### config.mk
export PLATFORM = sky130hd
export DESIGN_NAME = tswt_log
export DESIGN_NICKNAME = d
export VERILOG_FILES = /design/src/rtl/core/tswt_pkg.sv /design/src/rtl/core/tswt_log.sv
export SDC_FILE = /design/constraint.sdc
export NUM_CORES = 1
export LEC_CHECK = 0
export ABC_AREA = 1
export BUFFER_PORTS_ARGS = -buffer_cell sky130_fd_sc_hd__buf_2
export CAP_MARGIN = 20
export CORE_MARGIN = 10
export CORE_UTILIZATION = 62
export DETAILED_ROUTE_END_ITERATION = 10
export PLACE_DENSITY = 0.88
export RECOVER_POWER = 100
export REMOVE_ABC_BUFFERS = 1
export SLEW_MARGIN = 10
export SYNTH_ARGS = -nofsm -noshare
export SYNTH_HDL_FRONTEND = slang
export SYNTH_SLANG_ARGS = --single-unit
export TNS_END_PERCENT = 1
### constraint.sdc
create_clock -name clock -period 15 [get_ports clock]
set_input_delay 0.75 -clock clock [delete_from_list [all_inputs] [get_ports clock]]
set_output_delay 0.75 -clock clock [all_outputs]
set_load 0.02 [all_outputs]
### src/rtl/core/tswt_pkg.sv
`default_nettype none
package tswt_pkg;

   // class codes
   localparam logic [1:0] CLS_LOW  = 2'd0;
   localparam logic [1:0] CLS_MID  = 2'd1;
   localparam logic [1:0] CLS_HIGH = 2'd2;

   localparam int TIME_W      = 32;
   localparam int CLASS_W     = 2;
   localparam int HIGH_LIM_W  = 4;
   localparam int LIMIT_W     = 6;
   localparam int WINDOW_W    = 17;
   localparam int CSR_DATA_W  = 17;
   localparam int CSR_IDX_W   = 3;

   // register map
   typedef enum logic [CSR_IDX_W-1:0] {
      CSR_HIGH_LIMIT_NORMAL = 3'd0,
      CSR_HIGH_LIMIT_CRISIS = 3'd1,
      CSR_MID_LIMIT_NORMAL  = 3'd2,
      CSR_MID_LIMIT_CRISIS  = 3'd3,
      CSR_HIGH_WINDOW       = 3'd4,
      CSR_MID_WINDOW        = 3'd5
   } csr_reg_type;

   localparam logic [HIGH_LIM_W-1:0] RST_HIGH_LIMIT_NORMAL = 4'd3;
   localparam logic [HIGH_LIM_W-1:0] RST_HIGH_LIMIT_CRISIS = 4'd6;
   localparam logic [LIMIT_W-1:0]    RST_MID_LIMIT_NORMAL  = 6'd10;
   localparam logic [LIMIT_W-1:0]    RST_MID_LIMIT_CRISIS  = 6'd20;
   localparam logic [WINDOW_W-1:0]   RST_HIGH_WINDOW       = 17'd1800;
   localparam logic [WINDOW_W-1:0]   RST_MID_WINDOW        = 17'd3600;

   typedef struct packed {
      logic [TIME_W-1:0]  now_seconds;
      logic [CLASS_W-1:0] request_class;
      logic               crisis;
   } req_payload_type;

   typedef struct packed {
      logic [CLASS_W-1:0] granted_class;
      logic               demoted;
   } rsp_payload_type;

   // sequencer to log
   typedef struct packed {
      logic                start;
      logic [TIME_W-1:0]   now;
      logic [LIMIT_W-1:0]  limit;
      logic [WINDOW_W-1:0] window;
   } log_ctrl_type;

   // log to sequencer
   typedef struct packed {
      logic busy;
      logic done;
      logic granted;
   } log_stat_type;

endpackage
`default_nettype wire

### src/rtl/core/tswt_log.sv
`default_nettype none
module tswt_log #(
   parameter int SLOTS = 8
) (
   input  wire                    clock,
   input  wire                    reset,
   input  tswt_pkg::log_ctrl_type ctrl,
   output tswt_pkg::log_stat_type stat
);
   import tswt_pkg::*;

   localparam int IDX_W = (SLOTS > 1) ? $clog2(SLOTS) : 1;
   localparam int CNT_W = $clog2(SLOTS + 1);
   localparam int CMP_W = (CNT_W > LIMIT_W) ? CNT_W : LIMIT_W;
   localparam logic [CNT_W-1:0] SLOTS_CNT = CNT_W'(SLOTS);

   typedef enum logic [2:0] {
      LS_IDLE   = 3'b001,
      LS_SCAN   = 3'b010,
      LS_DECIDE = 3'b100
   } log_state_type;

   logic [TIME_W-1:0] mem [SLOTS];

   log_state_type     state_ff, state_in;
   logic [CNT_W-1:0]  issue_ff, issue_in;
   logic              chk_vld_ff, chk_vld_in;
   logic [IDX_W-1:0]  chk_idx_ff, chk_idx_in;
   logic [TIME_W-1:0] rd_data_ff;
   logic [SLOTS-1:0]  valid_ff, valid_in;
   logic [CNT_W-1:0]  live_ff, live_in;
   logic              free_found_ff, free_found_in;
   logic [IDX_W-1:0]  free_idx_ff, free_idx_in;
   logic              done_ff, done_in;
   logic              granted_ff, granted_in;

   logic              rd_en;
   logic              mem_we;
   logic [TIME_W-1:0] age;
   logic              entry_live;
   logic              grant;

   assign age        = ctrl.now - rd_data_ff;
   assign entry_live = valid_ff[chk_idx_ff] && !(age > TIME_W'(ctrl.window));
   assign grant      = (CMP_W'(live_ff) < CMP_W'(ctrl.limit)) && free_found_ff;

   always_comb begin
      state_in      = state_ff;
      issue_in      = issue_ff;
      chk_vld_in    = 1'b0;
      chk_idx_in    = chk_idx_ff;
      valid_in      = valid_ff;
      live_in       = live_ff;
      free_found_in = free_found_ff;
      free_idx_in   = free_idx_ff;
      done_in       = 1'b0;
      granted_in    = 1'b0;
      rd_en         = 1'b0;
      mem_we        = 1'b0;
      case (state_ff)
         LS_IDLE: begin
            if (ctrl.start) begin
               state_in      = LS_SCAN;
               issue_in      = '0;
               live_in       = '0;
               free_found_in = 1'b0;
               free_idx_in   = '0;
            end
         end
         LS_SCAN: begin
            // read slot issue_ff, check the slot read last cycle
            if (issue_ff != SLOTS_CNT) begin
               rd_en      = 1'b1;
               issue_in   = issue_ff + 1'b1;
               chk_vld_in = 1'b1;
               chk_idx_in = issue_ff[IDX_W-1:0];
            end
            if (chk_vld_ff) begin
               if (entry_live) begin
                  live_in = live_ff + 1'b1;
               end else begin
                  valid_in[chk_idx_ff] = 1'b0;
                  if (!free_found_ff) begin
                     free_found_in = 1'b1;
                     free_idx_in   = chk_idx_ff;
                  end
               end
            end
            if (issue_ff == SLOTS_CNT && !chk_vld_ff) begin
               state_in = LS_DECIDE;
            end
         end
         LS_DECIDE: begin
            if (grant) begin
               mem_we                = 1'b1;
               valid_in[free_idx_ff] = 1'b1;
            end
            done_in    = 1'b1;
            granted_in = grant;
            state_in   = LS_IDLE;
         end
         default: begin
            state_in = LS_IDLE;
         end
      endcase
   end

   always_ff @(posedge clock) begin
      if (reset) begin
         state_ff      <= LS_IDLE;
         issue_ff      <= '0;
         chk_vld_ff    <= 1'b0;
         valid_ff      <= '0;
         live_ff       <= '0;
         free_found_ff <= 1'b0;
         done_ff       <= 1'b0;
         granted_ff    <= 1'b0;
      end else begin
         state_ff      <= state_in;
         issue_ff      <= issue_in;
         chk_vld_ff    <= chk_vld_in;
         valid_ff      <= valid_in;
         live_ff       <= live_in;
         free_found_ff <= free_found_in;
         done_ff       <= done_in;
         granted_ff    <= granted_in;
      end
   end

   always_ff @(posedge clock) begin
      chk_idx_ff  <= chk_idx_in;
      free_idx_ff <= free_idx_in;
   end

   // grant-time store, registered read
   always_ff @(posedge clock) begin
      if (mem_we) begin
         mem[free_idx_ff] <= ctrl.now;
      end
      if (rd_en) begin
         rd_data_ff <= mem[issue_ff[IDX_W-1:0]];
      end
   end

   assign stat.busy    = (state_ff != LS_IDLE);
   assign stat.done    = done_ff;
   assign stat.granted = granted_ff;

endmodule
`default_nettype wire

# Yosys cells after proc, flatten, opt, wreduce, memory -nomap -nowiden
# Memories as Yosys holds them, arrays and structs flattened. A register that Yosys moved wholly into a read port is not among the register bits.
# Cells that the tools add are included.
# Widths: inputs -> output; s select.
[word_totals]
register_bits = 29
ramBits = 256
in_bits = 58
output_inout_bits = 3
n_memories = 1
[mem_list]
columns = ["memory", "depth", "word_bits", "rd", "rd_ports_with_merged_regs", "write_ports", "line", "rtl"]
rows = [
  ["mem", 8, 32, 1, 1, 1, "tswt_log.sv:23", "logic [TIME_W-1:0] mem [SLOTS];"],
]
[classes]
add_sub_neg = 3
order_cmp = 6
n_eq_ne = 14
mux = 35
bitwise_logic = 4
n_reduce_logical = 17
[op_table]
columns = ["operator", "n"]
rows = [
  ["$gt 32x17->1", 1],
  ["$sub 32x32->32", 1],
  ["$mux 8", 3],
  ["$mux 3", 6],
  ["$mux 4", 4],
  ["$ne 2x2->1 const B", 8],
  ["$pmux 4 s2", 2],
  ["$pmux 8 s2", 1],
  ["$mux 1", 13],
  ["$pmux 3 s2", 2],
  ["$reduce_and 4->1", 3],
  ["$add 4x1->4 const B", 2],
  ["$and 8x8->8", 1],
  ["$lt 3x4->1 const B", 2],
  ["$not 8->8", 1],
  ["$or 8x8->8", 1],
  ["$demux 1 s3", 2],
  ["$ge 3x1->1 const B", 2],
  ["$lt 4x6->1", 1],
  ["$logic_and 1x1->1", 5],
  ["$reduce_and 5->1", 1],
  ["$eq 4x4->1 const B", 1],
  ["$ne 4x4->1 const B", 1],
  ["$reduce_and 2->1", 2],
  ["other kinds (11)", 13],
]

# Longest topological paths before layout
# Gate-level depths: netlist of the first run.
[logic_depth]
word_depth = 9
ltp_mapped = 28
ltp_nobuf = 28

# Worst setup path before layout of the first run
# Ideal clock, no wire load.
[synth_path]
kind = "in2reg"
startpoint = "input ctrl[18] (netlist name)"
endpoint = "memory mem[0][0] (enable)"
arrival_ns = 4.954
required_ns = 14.498
setup_slack_ns = 9.544
stages = 9
path_buffers = 1
cell_sequence = "inv_1 -> ha_1 -> o21ai_0 -> nand2_1 -> a21o_1 -> a21oi_1 -> o311ai_2 -> clkbuf_1 -> nor4_1"
[synth_via]
elab_chain_cells = 6
[synth_lines]
columns = ["item", "line", "rtl"]
rows = [
  ["from (decl)", "tswt_log.sv:7", "input tswt_pkg::log_ctrl_type ctrl,"],
  ["$lt 4x6->1", "tswt_log.sv:45", "assign grant = (CMP_W'(live_ff) < CMP_W'(ctrl.limit)) && free_found_ff;"],
  ["$logic_and 1x1->1", "tswt_log.sv:45", ""],
  ["$mux 1", "tswt_log.sv:94", "if (grant) begin"],
  ["$mux 1", "tswt_log.sv:60", "case (state_ff)"],
  ["$mux 1", "tswt_log.sv:137", "if (mem_we) begin"],
  ["$mux 1 (implied by the code)", "tswt_log.sv:138", "mem[free_idx_ff] <= ctrl.now;"],
  ["to (decl)", "tswt_log.sv:23", ""],
]
# No other way between the ends.

# Worst setup path in the final report of the first run
[layout_path]
startpoint = "register issue_ff[0]"
endpoint = "register rd_data_ff[18] (read register of mem) (enable)"
[layout_via]
elab_chain_cells = 3
[layout_lines]
columns = ["item", "line", "rtl"]
rows = [
  ["from (decl)", "tswt_log.sv:26", "logic [CNT_W-1:0] issue_ff, issue_in;"],
  ["from (signal assigned)", "tswt_log.sv:120", "issue_ff <= issue_in;"],
  ["$ne 4x4->1", "tswt_log.sv:72", "if (issue_ff != SLOTS_CNT) begin"],
  ["$mux 1", "tswt_log.sv:72", ""],
  ["$mux 1", "-", ""],
  ["to (decl)", "tswt_log.sv:29", "logic [TIME_W-1:0] rd_data_ff;"],
]
# Parallel ways exist; a longest one is shown, timed or not.
# A chain may end at the register's enable or synchronous reset.

==> results of run 1 <==
==> worst min-delay path by stage <==
stage	startpoint	end
finish	live_ff[3]	live_ff[3]
global route	live_ff[3]	live_ff[3]
CTS	live_ff[3]	live_ff[3]
detailed placement	live_ff[3]	live_ff[3]
global placement	live_ff[3]	live_ff[3]
floorplan	free_found_ff	free_found_ff
==> placed cells by master (no fill, tap or decap), drive strengths merged, types with 2 or more instances in the layout <==
cell type,n
and2,3
nor4,9
xor2,15
nand3,55
o22ai,32
clkinv,10
xnor2,3
buf,28
nand2,257
nor2,299
a21o,3
clkinvlp,2
o21bai,4
inv,191
nand3b,3
o21ai,147
a21oi,52
ha,54
edfxtp,294
nor3,19
dfxtp,23
nand4,10
a31oi,33
clkbuf,98
==> state kept, by name (all words and copies together) (netlist names) <==
register,flops
mem,256
rd_data_ff,32
valid_ff,8
issue_ff,4
live_ff,4
chk_idx_ff,3
free_idx_ff,3
state_ff,3
chk_vld_ff,1
done_ff,1
free_found_ff,1
granted_ff,1
==> final cells by class <==
type / instances / area share
Tap cell: 324 / 0.0241
Clock inverter: 13 / 0.00402
Sequential cell: 317 / 0.553
Inverter: 190 / 0.0425
Timing Repair Buffer: 79 / 0.0202
Multi-Input combinational cell: 1006 / 0.301
Clock buffer: 47 / 0.0548
==> logic make-up (layout without fill, tap and decap cells) <==
logic type / after synthesis / after routing
AO/OA/AOI/OAI: 276 / 276
XOR/XNOR: 18 / 18
adder cells (fa/ha/maj): 55 / 55
buffers and inverters: 249 / 329
flip-flops: 317 / 317
AND/OR/NAND/NOR: 657 / 657
==> worst register-to-register path: cells and delay by family, from the launching register on <==
| kind | cells | cell delay (ns) |
|---|---|---|
| buf+inv | 3 | 3.12 |
| fa+ha+maj | 1 | 0.60 |
| flops | 1 | 1.60 |
| simple gates | 2 | 0.22 |
==> through the flow <==
stage	hold WS [ns]	utilization	instance area, sq um	power [mW]	cells
after floorplan	0.459	-	15100	1.09	1513
after global placement	0.484	0.657	16000	1.14	1915
after detailed placement	0.496	0.657	16000	1.15	1915
after CTS	0.503	0.698	17000	1.89	1975
after global routing	0.538	0.691	16800	1.94	1976
final	0.503	0.691	16800	1.89	1976
==> per-layer routing <==
metal  track usage  routed length [microns]
met1         0.303                    14800
met2         0.389                    17900
met3        0.0395                     3080
met4        0.0739                      923
met5             0                        0
==> power groups by stage <==
stage                     Sequential, mW  Combinational, mW  Clock, mW
after floorplan                    0.995             0.0986          0
after global placement             0.996              0.147          0
after detailed placement           0.996              0.152          0
after CTS                          0.977              0.153      0.760
after global routing               0.978              0.173      0.794
final                              0.978              0.153      0.755
==> metrics.txt, run 1 <==
# TYPE chip_impl_metric gauge
chip_impl_info{name="start_kind",value="flip-flop"} 1
chip_impl_metric{name="power.share.clock",unit=""} 0.400
chip_impl_metric{name="r2r_setup_slack",unit="ns"} 9.01
chip_impl_metric{name="rows",unit=""} 57
chip_impl_info{name="timing_worst_setup_path_type",value="flip-flop to flip-flop"} 1
chip_impl_metric{name="worst_clock_skew",unit="ns"} 0.00903
chip_impl_info{name="synth.top_cells.by_count",value="edfxtp_1, nor2_1, nand2_1"} 1
chip_impl_metric{name="cts_max_level",unit=""} 2
chip_impl_metric{name="syn_area_cell",unit="sq um"} 9.74
chip_impl_info{name="timing.critical_path.slowest_stage_cell",value="clkbuf_1"} 1
chip_impl_metric{name="holdPathStages",unit=""} 2
chip_impl_metric{name="dp_worst_setup_slack",unit="ns"} 10.83
chip_impl_info{name="ys_dominant_reg_cell",value="edfxtp_1"} 1
chip_impl_metric{name="route.detailed.vias_per_inst",unit=""} 5.85
chip_impl_metric{name="setup-violations-final",unit=""} 0
chip_impl_metric{name="first_pass_iters",unit=""} 5
chip_impl_metric{name="synth_edf_count",unit=""} 294
chip_impl_metric{name="netlist.area_leader.share",unit=""} 0.576
chip_impl_metric{name="synth_cells",unit=""} 1572
chip_impl_info{name="yosys.cell_count.top_type",value="edfxtp_1"} 1
chip_impl_metric{name="final_antenna_net_count",unit=""} 0
chip_impl_metric{name="p_sw",unit="uW"} 437
chip_impl_metric{name="coreArea",unit="sq um"} 24300
chip_impl_metric{name="longest_clk_path_bufs",unit=""} 3
chip_impl_metric{name="via_count_of_the_first_global_routing_pass",unit=""} 11200
chip_impl_metric{name="layout-drive-gt1-share",unit=""} 0.0617
chip_impl_metric{name="wire_length_of_the_first_global_routing_pass",unit="microns"} 57900
chip_impl_metric{name="ys_warn_count",unit=""} 0
chip_impl_info{name="rr_startpoint",value="issue_ff[0]"} 1
chip_impl_metric{name="globalRouteTotalUtil",unit=""} 0.232
chip_impl_metric{name="synth-adder-area-share",unit=""} 0.0454
chip_impl_metric{name="muxShareOfSynthArea",unit=""} 0
chip_impl_metric{name="wirelength",unit="microns"} 36700
chip_impl_info{name="hp-class",value="flip-flop to flip-flop"} 1
chip_impl_info{name="root_buffer",value="clkbuf_16"} 1
chip_impl_metric{name="cp_num_cells",unit=""} 6
chip_impl_metric{name="floorplan.die_area",unit="sq um"} 31400
chip_impl_metric{name="start_util",unit=""} 0.630
chip_impl_metric{name="p_seq_frac",unit=""} 0.519
chip_impl_metric{name="worst_skew_pair.late_latency",unit="ns"} 0.51
chip_impl_info{name="tritoncts_clock_tree",value="built"} 1
chip_impl_metric{name="post_synth_and_or_nand_nor_area_fraction",unit=""} 0.178
chip_impl_info{name="run_status",value="finished, violations left"} 1
chip_impl_metric{name="dp_hpwl",unit="microns"} 23200
chip_impl_metric{name="antenna_found_initial",unit=""} 0
chip_impl_metric{name="final_period_minus_worst_setup_slack",unit="ns"} 5.99
chip_impl_metric{name="peakVddDrop",unit="mV"} 0.121
chip_impl_info{name="cp_cell_sequence",value="inv_1 -> ha_1 -> nand3_1 -> inv_1 -> nor2_1 -> clkbuf_1"} 1
chip_impl_metric{name="synth-compound-area-share",unit=""} 0.0983
chip_impl_metric{name="cpPeakStageDelay",unit="ns"} 1.70
chip_impl_metric{name="die_width",unit="microns"} 177
chip_impl_metric{name="timing.critical_path.buf_inv",unit=""} 3
chip_impl_info{name="main_combinational_cell_family_by_area_after_synthesis",value="simple AND/OR/NAND/NOR gates"} 1
chip_impl_info{name="crit_path_start",value="issue_ff[0]"} 1
chip_impl_metric{name="insertedDiodeCount",unit=""} 0
chip_impl_info{name="yosys-top-cells-area",value="edfxtp_1, nor2_1, nand2_1"} 1
chip_impl_metric{name="area_growth_syn_to_layout",unit="%"} 9.69
chip_impl_metric{name="slew-limit-headroom",unit=""} -1.40
chip_impl_metric{name="yosysUniqueCellTypes",unit=""} 41
chip_impl_metric{name="postCtsSetupRepairBufs",unit=""} 0
chip_impl_metric{name="multi_input_area",unit="sq um"} 5060
chip_impl_metric{name="power.share.switching",unit=""} 0.232
chip_impl_metric{name="comb_power_share",unit=""} 0.081
chip_impl_info{name="endpoint",value="rd_data_ff[18]"} 1
chip_impl_metric{name="timing.fmax",unit="GHz"} 0.167
chip_impl_metric{name="critPathArrivalTime",unit="ns"} 6.07
chip_impl_metric{name="worst_r2r_path_depth",unit=""} 6
chip_impl_info{name="synth_largest_area_cell",value="edfxtp_1"} 1
chip_impl_metric{name="nets",unit=""} 1741
chip_impl_metric{name="power_density",unit="nW/um^2"} 112
chip_impl_metric{name="path_max_fanout",unit=""} 52
chip_impl_metric{name="slew_viol_final",unit=""} 498
chip_impl_metric{name="path_clk_slew",unit="ns"} 0.06
chip_impl_info{name="violations_in_the_final_reports",value="capacitance limit, slew limit"} 1
chip_impl_metric{name="min_period_over_period",unit=""} 0.399
chip_impl_metric{name="cts_repair_resize_count",unit=""} 0
chip_impl_metric{name="maxCapViolations",unit=""} 12
chip_impl_metric{name="mappedNetlistArea",unit="sq um"} 15300
chip_impl_metric{name="place_congestion",unit=""} 0.953
chip_impl_metric{name="port_buffers",unit=""} 60
chip_impl_info{name="rsz0062_at_grt",value="false"} 1
chip_impl_info{name="worst_path_most_repeated_cell",value="inv_1"} 1
chip_impl_metric{name="internal_power",unit="mW"} 1.45
chip_impl_metric{name="yosys_register_bits",unit=""} 317
chip_impl_metric{name="holdBufCountCts",unit=""} 0
chip_impl_metric{name="regArea",unit="sq um"} 9290
chip_impl_metric{name="ios",unit=""} 61
chip_impl_info{name="kind_of_end_point_of_the_critical_path",value="flip-flop"} 1
chip_impl_metric{name="num_cts_buffers",unit=""} 34
chip_impl_metric{name="synth_xor_xnor_area_share",unit=""} 0.0103
chip_impl_metric{name="final-hold-violation-count",unit=""} 0
chip_impl_metric{name="fillers",unit=""} 1789
chip_impl_metric{name="dr_total_vias",unit=""} 11600
chip_impl_metric{name="async_reset_ff_frac",unit=""} 0
chip_impl_metric{name="avgRoutedWirePerCell",unit="microns"} 18.6
chip_impl_metric{name="ys_seq_area_frac",unit=""} 0.607
chip_impl_metric{name="sink_count",unit=""} 317
chip_impl_metric{name="gr-total-overflow",unit=""} 0
chip_impl_metric{name="detail_route.iter0.violations",unit=""} 1307
chip_impl_metric{name="fin_setup_tns",unit="ns"} 0
chip_impl_metric{name="finalWorstSetupSlack",unit="ns"} 9.01
chip_impl_info{name="rr_endpoint",value="rd_data_ff[18]"} 1
chip_impl_metric{name="timing.critical_path.required",unit="ns"} 15.08
chip_impl_metric{name="drc",unit=""} 0
chip_impl_metric{name="maximum_number_of_pins_on_one_net_before_global_route_repair",unit=""} 83
chip_impl_metric{name="die_boundary_height",unit="microns"} 177
chip_impl_metric{name="worst-slew-pin-transition",unit="ns"} 3.59
chip_impl_metric{name="power_leakage",unit="nW"} 6.61
chip_impl_info{name="critical-path-top-delay-family",value="buffers and inverters"} 1
Note: power is estimated with default switching activity, not from simulation.
==> inputs of run 2 (changes only) <==
- clock period: 15 -> 5.71 ns (I/O delays scaled with it)
==> metrics.txt, run 2 (synthesis results as in run 1) <==
# TYPE chip_impl_metric gauge
chip_impl_metric{name="ios",unit=""} 61
chip_impl_info{name="root_buffer",value="clkbuf_16"} 1
chip_impl_metric{name="wirelength",unit="microns"} 36000
chip_impl_info{name="worst_path_most_repeated_cell",value="inv_1"} 1
chip_impl_metric{name="start_util",unit=""} 0.630
chip_impl_metric{name="num_cts_buffers",unit=""} 31
chip_impl_info{name="run_status",value="finished, violations left"} 1
chip_impl_metric{name="cts_max_level",unit=""} 1
chip_impl_metric{name="dr_total_vias",unit=""} 11500
chip_impl_info{name="tritoncts_clock_tree",value="built"} 1
chip_impl_metric{name="postCtsSetupRepairBufs",unit=""} 0
chip_impl_metric{name="detail_route.iter0.violations",unit=""} 1378
chip_impl_metric{name="layout-drive-gt1-share",unit=""} 0.0696
chip_impl_info{name="kind_of_end_point_of_the_critical_path",value="flip-flop"} 1
chip_impl_metric{name="nets",unit=""} 1740
chip_impl_metric{name="multi_input_area",unit="sq um"} 5060
chip_impl_metric{name="min_period_over_period",unit=""} 0.779
chip_impl_metric{name="power_leakage",unit="nW"} 6.65
chip_impl_metric{name="rows",unit=""} 57
chip_impl_metric{name="finalWorstSetupSlack",unit="ns"} 1.26
chip_impl_metric{name="port_buffers",unit=""} 60
chip_impl_metric{name="cpPeakStageDelay",unit="ns"} 1.60
chip_impl_metric{name="antenna_found_initial",unit=""} 0
chip_impl_metric{name="first_pass_iters",unit=""} 7
chip_impl_info{name="most-common-layout-cells",value="edfxtp_1, nor2_1, nand2_1, inv_1, o21ai_0"} 1
chip_impl_metric{name="critPathArrivalTime",unit="ns"} 4.89
chip_impl_metric{name="maxCapViolations",unit=""} 9
chip_impl_metric{name="worst_clock_skew",unit="ns"} 0.0100
chip_impl_metric{name="timing.fmax",unit="GHz"} 0.225
chip_impl_metric{name="report.power.total",unit="mW"} 4.95
chip_impl_metric{name="insertedDiodeCount",unit=""} 0
chip_impl_metric{name="floorplan.die_area",unit="sq um"} 31400
chip_impl_metric{name="worst-slew-pin-transition",unit="ns"} 3.60
chip_impl_metric{name="longest_clk_path_bufs",unit=""} 3
chip_impl_metric{name="regArea",unit="sq um"} 9290
chip_impl_metric{name="avgRoutedWirePerCell",unit="microns"} 18.2
chip_impl_metric{name="cts_repair_resize_count",unit=""} 0
chip_impl_info{name="timing.critical_path.slowest_stage_cell",value="dfxtp_1"} 1
chip_impl_info{name="timing_worst_setup_path_type",value="flip-flop to flip-flop"} 1
chip_impl_info{name="hp-class",value="primary input to flip-flop"} 1
chip_impl_metric{name="globalRouteTotalUtil",unit=""} 0.227
chip_impl_info{name="start_kind",value="flip-flop"} 1
chip_impl_metric{name="sink_count",unit=""} 317
chip_impl_metric{name="holdBufCountCts",unit=""} 2
chip_impl_metric{name="area_growth_syn_to_layout",unit="%"} 9.88
chip_impl_metric{name="final-hold-violation-count",unit=""} 0
chip_impl_metric{name="holdWs",unit="ns"} 0.0255
chip_impl_metric{name="place_congestion",unit=""} 0.958
chip_impl_metric{name="maximum_number_of_pins_on_one_net_before_global_route_repair",unit=""} 83
chip_impl_metric{name="drc",unit=""} 0
chip_impl_metric{name="route.detailed.vias_per_inst",unit=""} 5.83
chip_impl_info{name="terminating_pin_of_the_worst_hold_path",value="state_ff[1]"} 1
chip_impl_metric{name="largest_register_ff_count",unit=""} 256
chip_impl_metric{name="gr-total-overflow",unit=""} 0
chip_impl_metric{name="worst_r2r_path_depth",unit=""} 11
chip_impl_metric{name="final_period_minus_worst_setup_slack",unit="ns"} 4.45
chip_impl_metric{name="slew_viol_final",unit=""} 327
chip_impl_metric{name="path_clk_slew",unit="ns"} 0.06
chip_impl_info{name="biggestRegsByFlops",value="mem: 256 flops, rd_data_ff: 32 flops, valid_ff: 8 flops"} 1
chip_impl_metric{name="coreArea",unit="sq um"} 24300
chip_impl_metric{name="slew-limit-headroom",unit=""} -1.40
chip_impl_metric{name="power_density",unit="nW/um^2"} 294
chip_impl_info{name="worst_hold_startpoint",value="ctrl[55]"} 1
chip_impl_info{name="critical-path-top-delay-family",value="flip-flops"} 1
chip_impl_metric{name="worst_skew_pair.late_latency",unit="ns"} 0.57
chip_impl_metric{name="setup-violations-final",unit=""} 0
chip_impl_metric{name="holdPathStages",unit=""} 3
chip_impl_info{name="rr_endpoint",value="issue_ff[3]"} 1
chip_impl_metric{name="peakVddDrop",unit="mV"} 0.260
chip_impl_info{name="rsz0062_at_grt",value="false"} 1
chip_impl_info{name="register_containing_the_most_flip_flops_in_the_final_layout",value="mem"} 1
chip_impl_metric{name="timing.critical_path.buf_inv",unit=""} 4
chip_impl_metric{name="wire_length_of_the_first_global_routing_pass",unit="microns"} 57000
chip_impl_metric{name="path_max_fanout",unit=""} 54
chip_impl_metric{name="via_count_of_the_first_global_routing_pass",unit=""} 11000
chip_impl_metric{name="final_antenna_net_count",unit=""} 0
chip_impl_metric{name="die_width",unit="microns"} 177
chip_impl_info{name="rr_startpoint",value="issue_ff[0]"} 1
chip_impl_metric{name="dp_worst_setup_slack",unit="ns"} 2.07
chip_impl_info{name="cp_cell_sequence",value="inv_2 -> ha_1 -> nand3_1 -> inv_1 -> nor2_4 -> inv_1 -> a21oi_1 -> inv_1 -> nor2_1 -> nand4_1 -> nor3b_1"} 1
chip_impl_metric{name="r2r_setup_slack",unit="ns"} 1.26
chip_impl_metric{name="timing.critical_path.required",unit="ns"} 6.15
chip_impl_metric{name="fillers",unit=""} 1788
chip_impl_metric{name="dp_hpwl",unit="microns"} 22700
chip_impl_info{name="violations_in_the_final_reports",value="capacitance limit, slew limit"} 1
chip_impl_info{name="most_common_library_cell_in_the_layout_ignoring_fill_and_taps",value="edfxtp_1"} 1
chip_impl_metric{name="die_boundary_height",unit="microns"} 177
-- run 2: layout make-up --
type                       instances  area share
clock buffer                      34      0.0468
multi-input combinational       1006       0.301
clock inverter                    24      0.0120
tap                              324      0.0241
sequential                       317       0.552
inverter                         190      0.0424
timing repair buffer              81      0.0218
-- run 2: worst reg2reg max path, stage by stage (launching register included) --
cell and delay (ns):
dfxtp_1 1.60, inv_2 0.91, ha_1 0.50, nand3_1 0.11, inv_1 0.08, nor2_4 0.08, inv_1 0.09, a21oi_1 0.26
inv_1 0.09, nor2_1 0.19, nand4_1 0.12, nor3b_1 0.30
-- run 2: where the power goes --
part	total, mW	internal, mW	switching [mW]
clock network	1.98	1.13	0.853
registers	2.57	2.55	0.0195
logic	0.403	0.128	0.275
total	4.95	3.80	1.15
-- run 2: per-layer routing --
metal / vias up / GRT usage / share of wire
li1: 5439 / - / -
met1: 5378 / 0.300 / 0.40
met2: 614 / 0.377 / 0.48
met3: 81 / 0.0333 / 0.094
met4: 0 / 0.0725 / 0.027
met5: - / 0 / 0
-- run 2: how the worst max path moves through the flow --
stage	start	slack (ns)	end	depth (start not counted)
after global placement	ctrl[23]	2.11	valid_ff[6]	27
after detailed placement	ctrl[23]	2.07	valid_ff[0]	27
final	issue_ff[0]	1.26	issue_ff[3]	11
after global routing	issue_ff[0]	0.90	issue_ff[3]	11
after CTS	ctrl[23]	2.07	valid_ff[0]	24
after floorplan	issue_ff[0]	-2.03	issue_ff[3]	11
-- run 2: per-stage QoR --
step / instance area, sq um / utilization / std cells / TNS, ns
floorplan: 15100 / - / 1513 / -55.26
global placement: 16000 / 0.657 / 1915 / 0
detailed placement: 16000 / 0.657 / 1915 / 0
CTS: 17000 / 0.699 / 1975 / 0
global route: 16800 / 0.692 / 1976 / 0
finish: 16800 / 0.692 / 1976 / 0
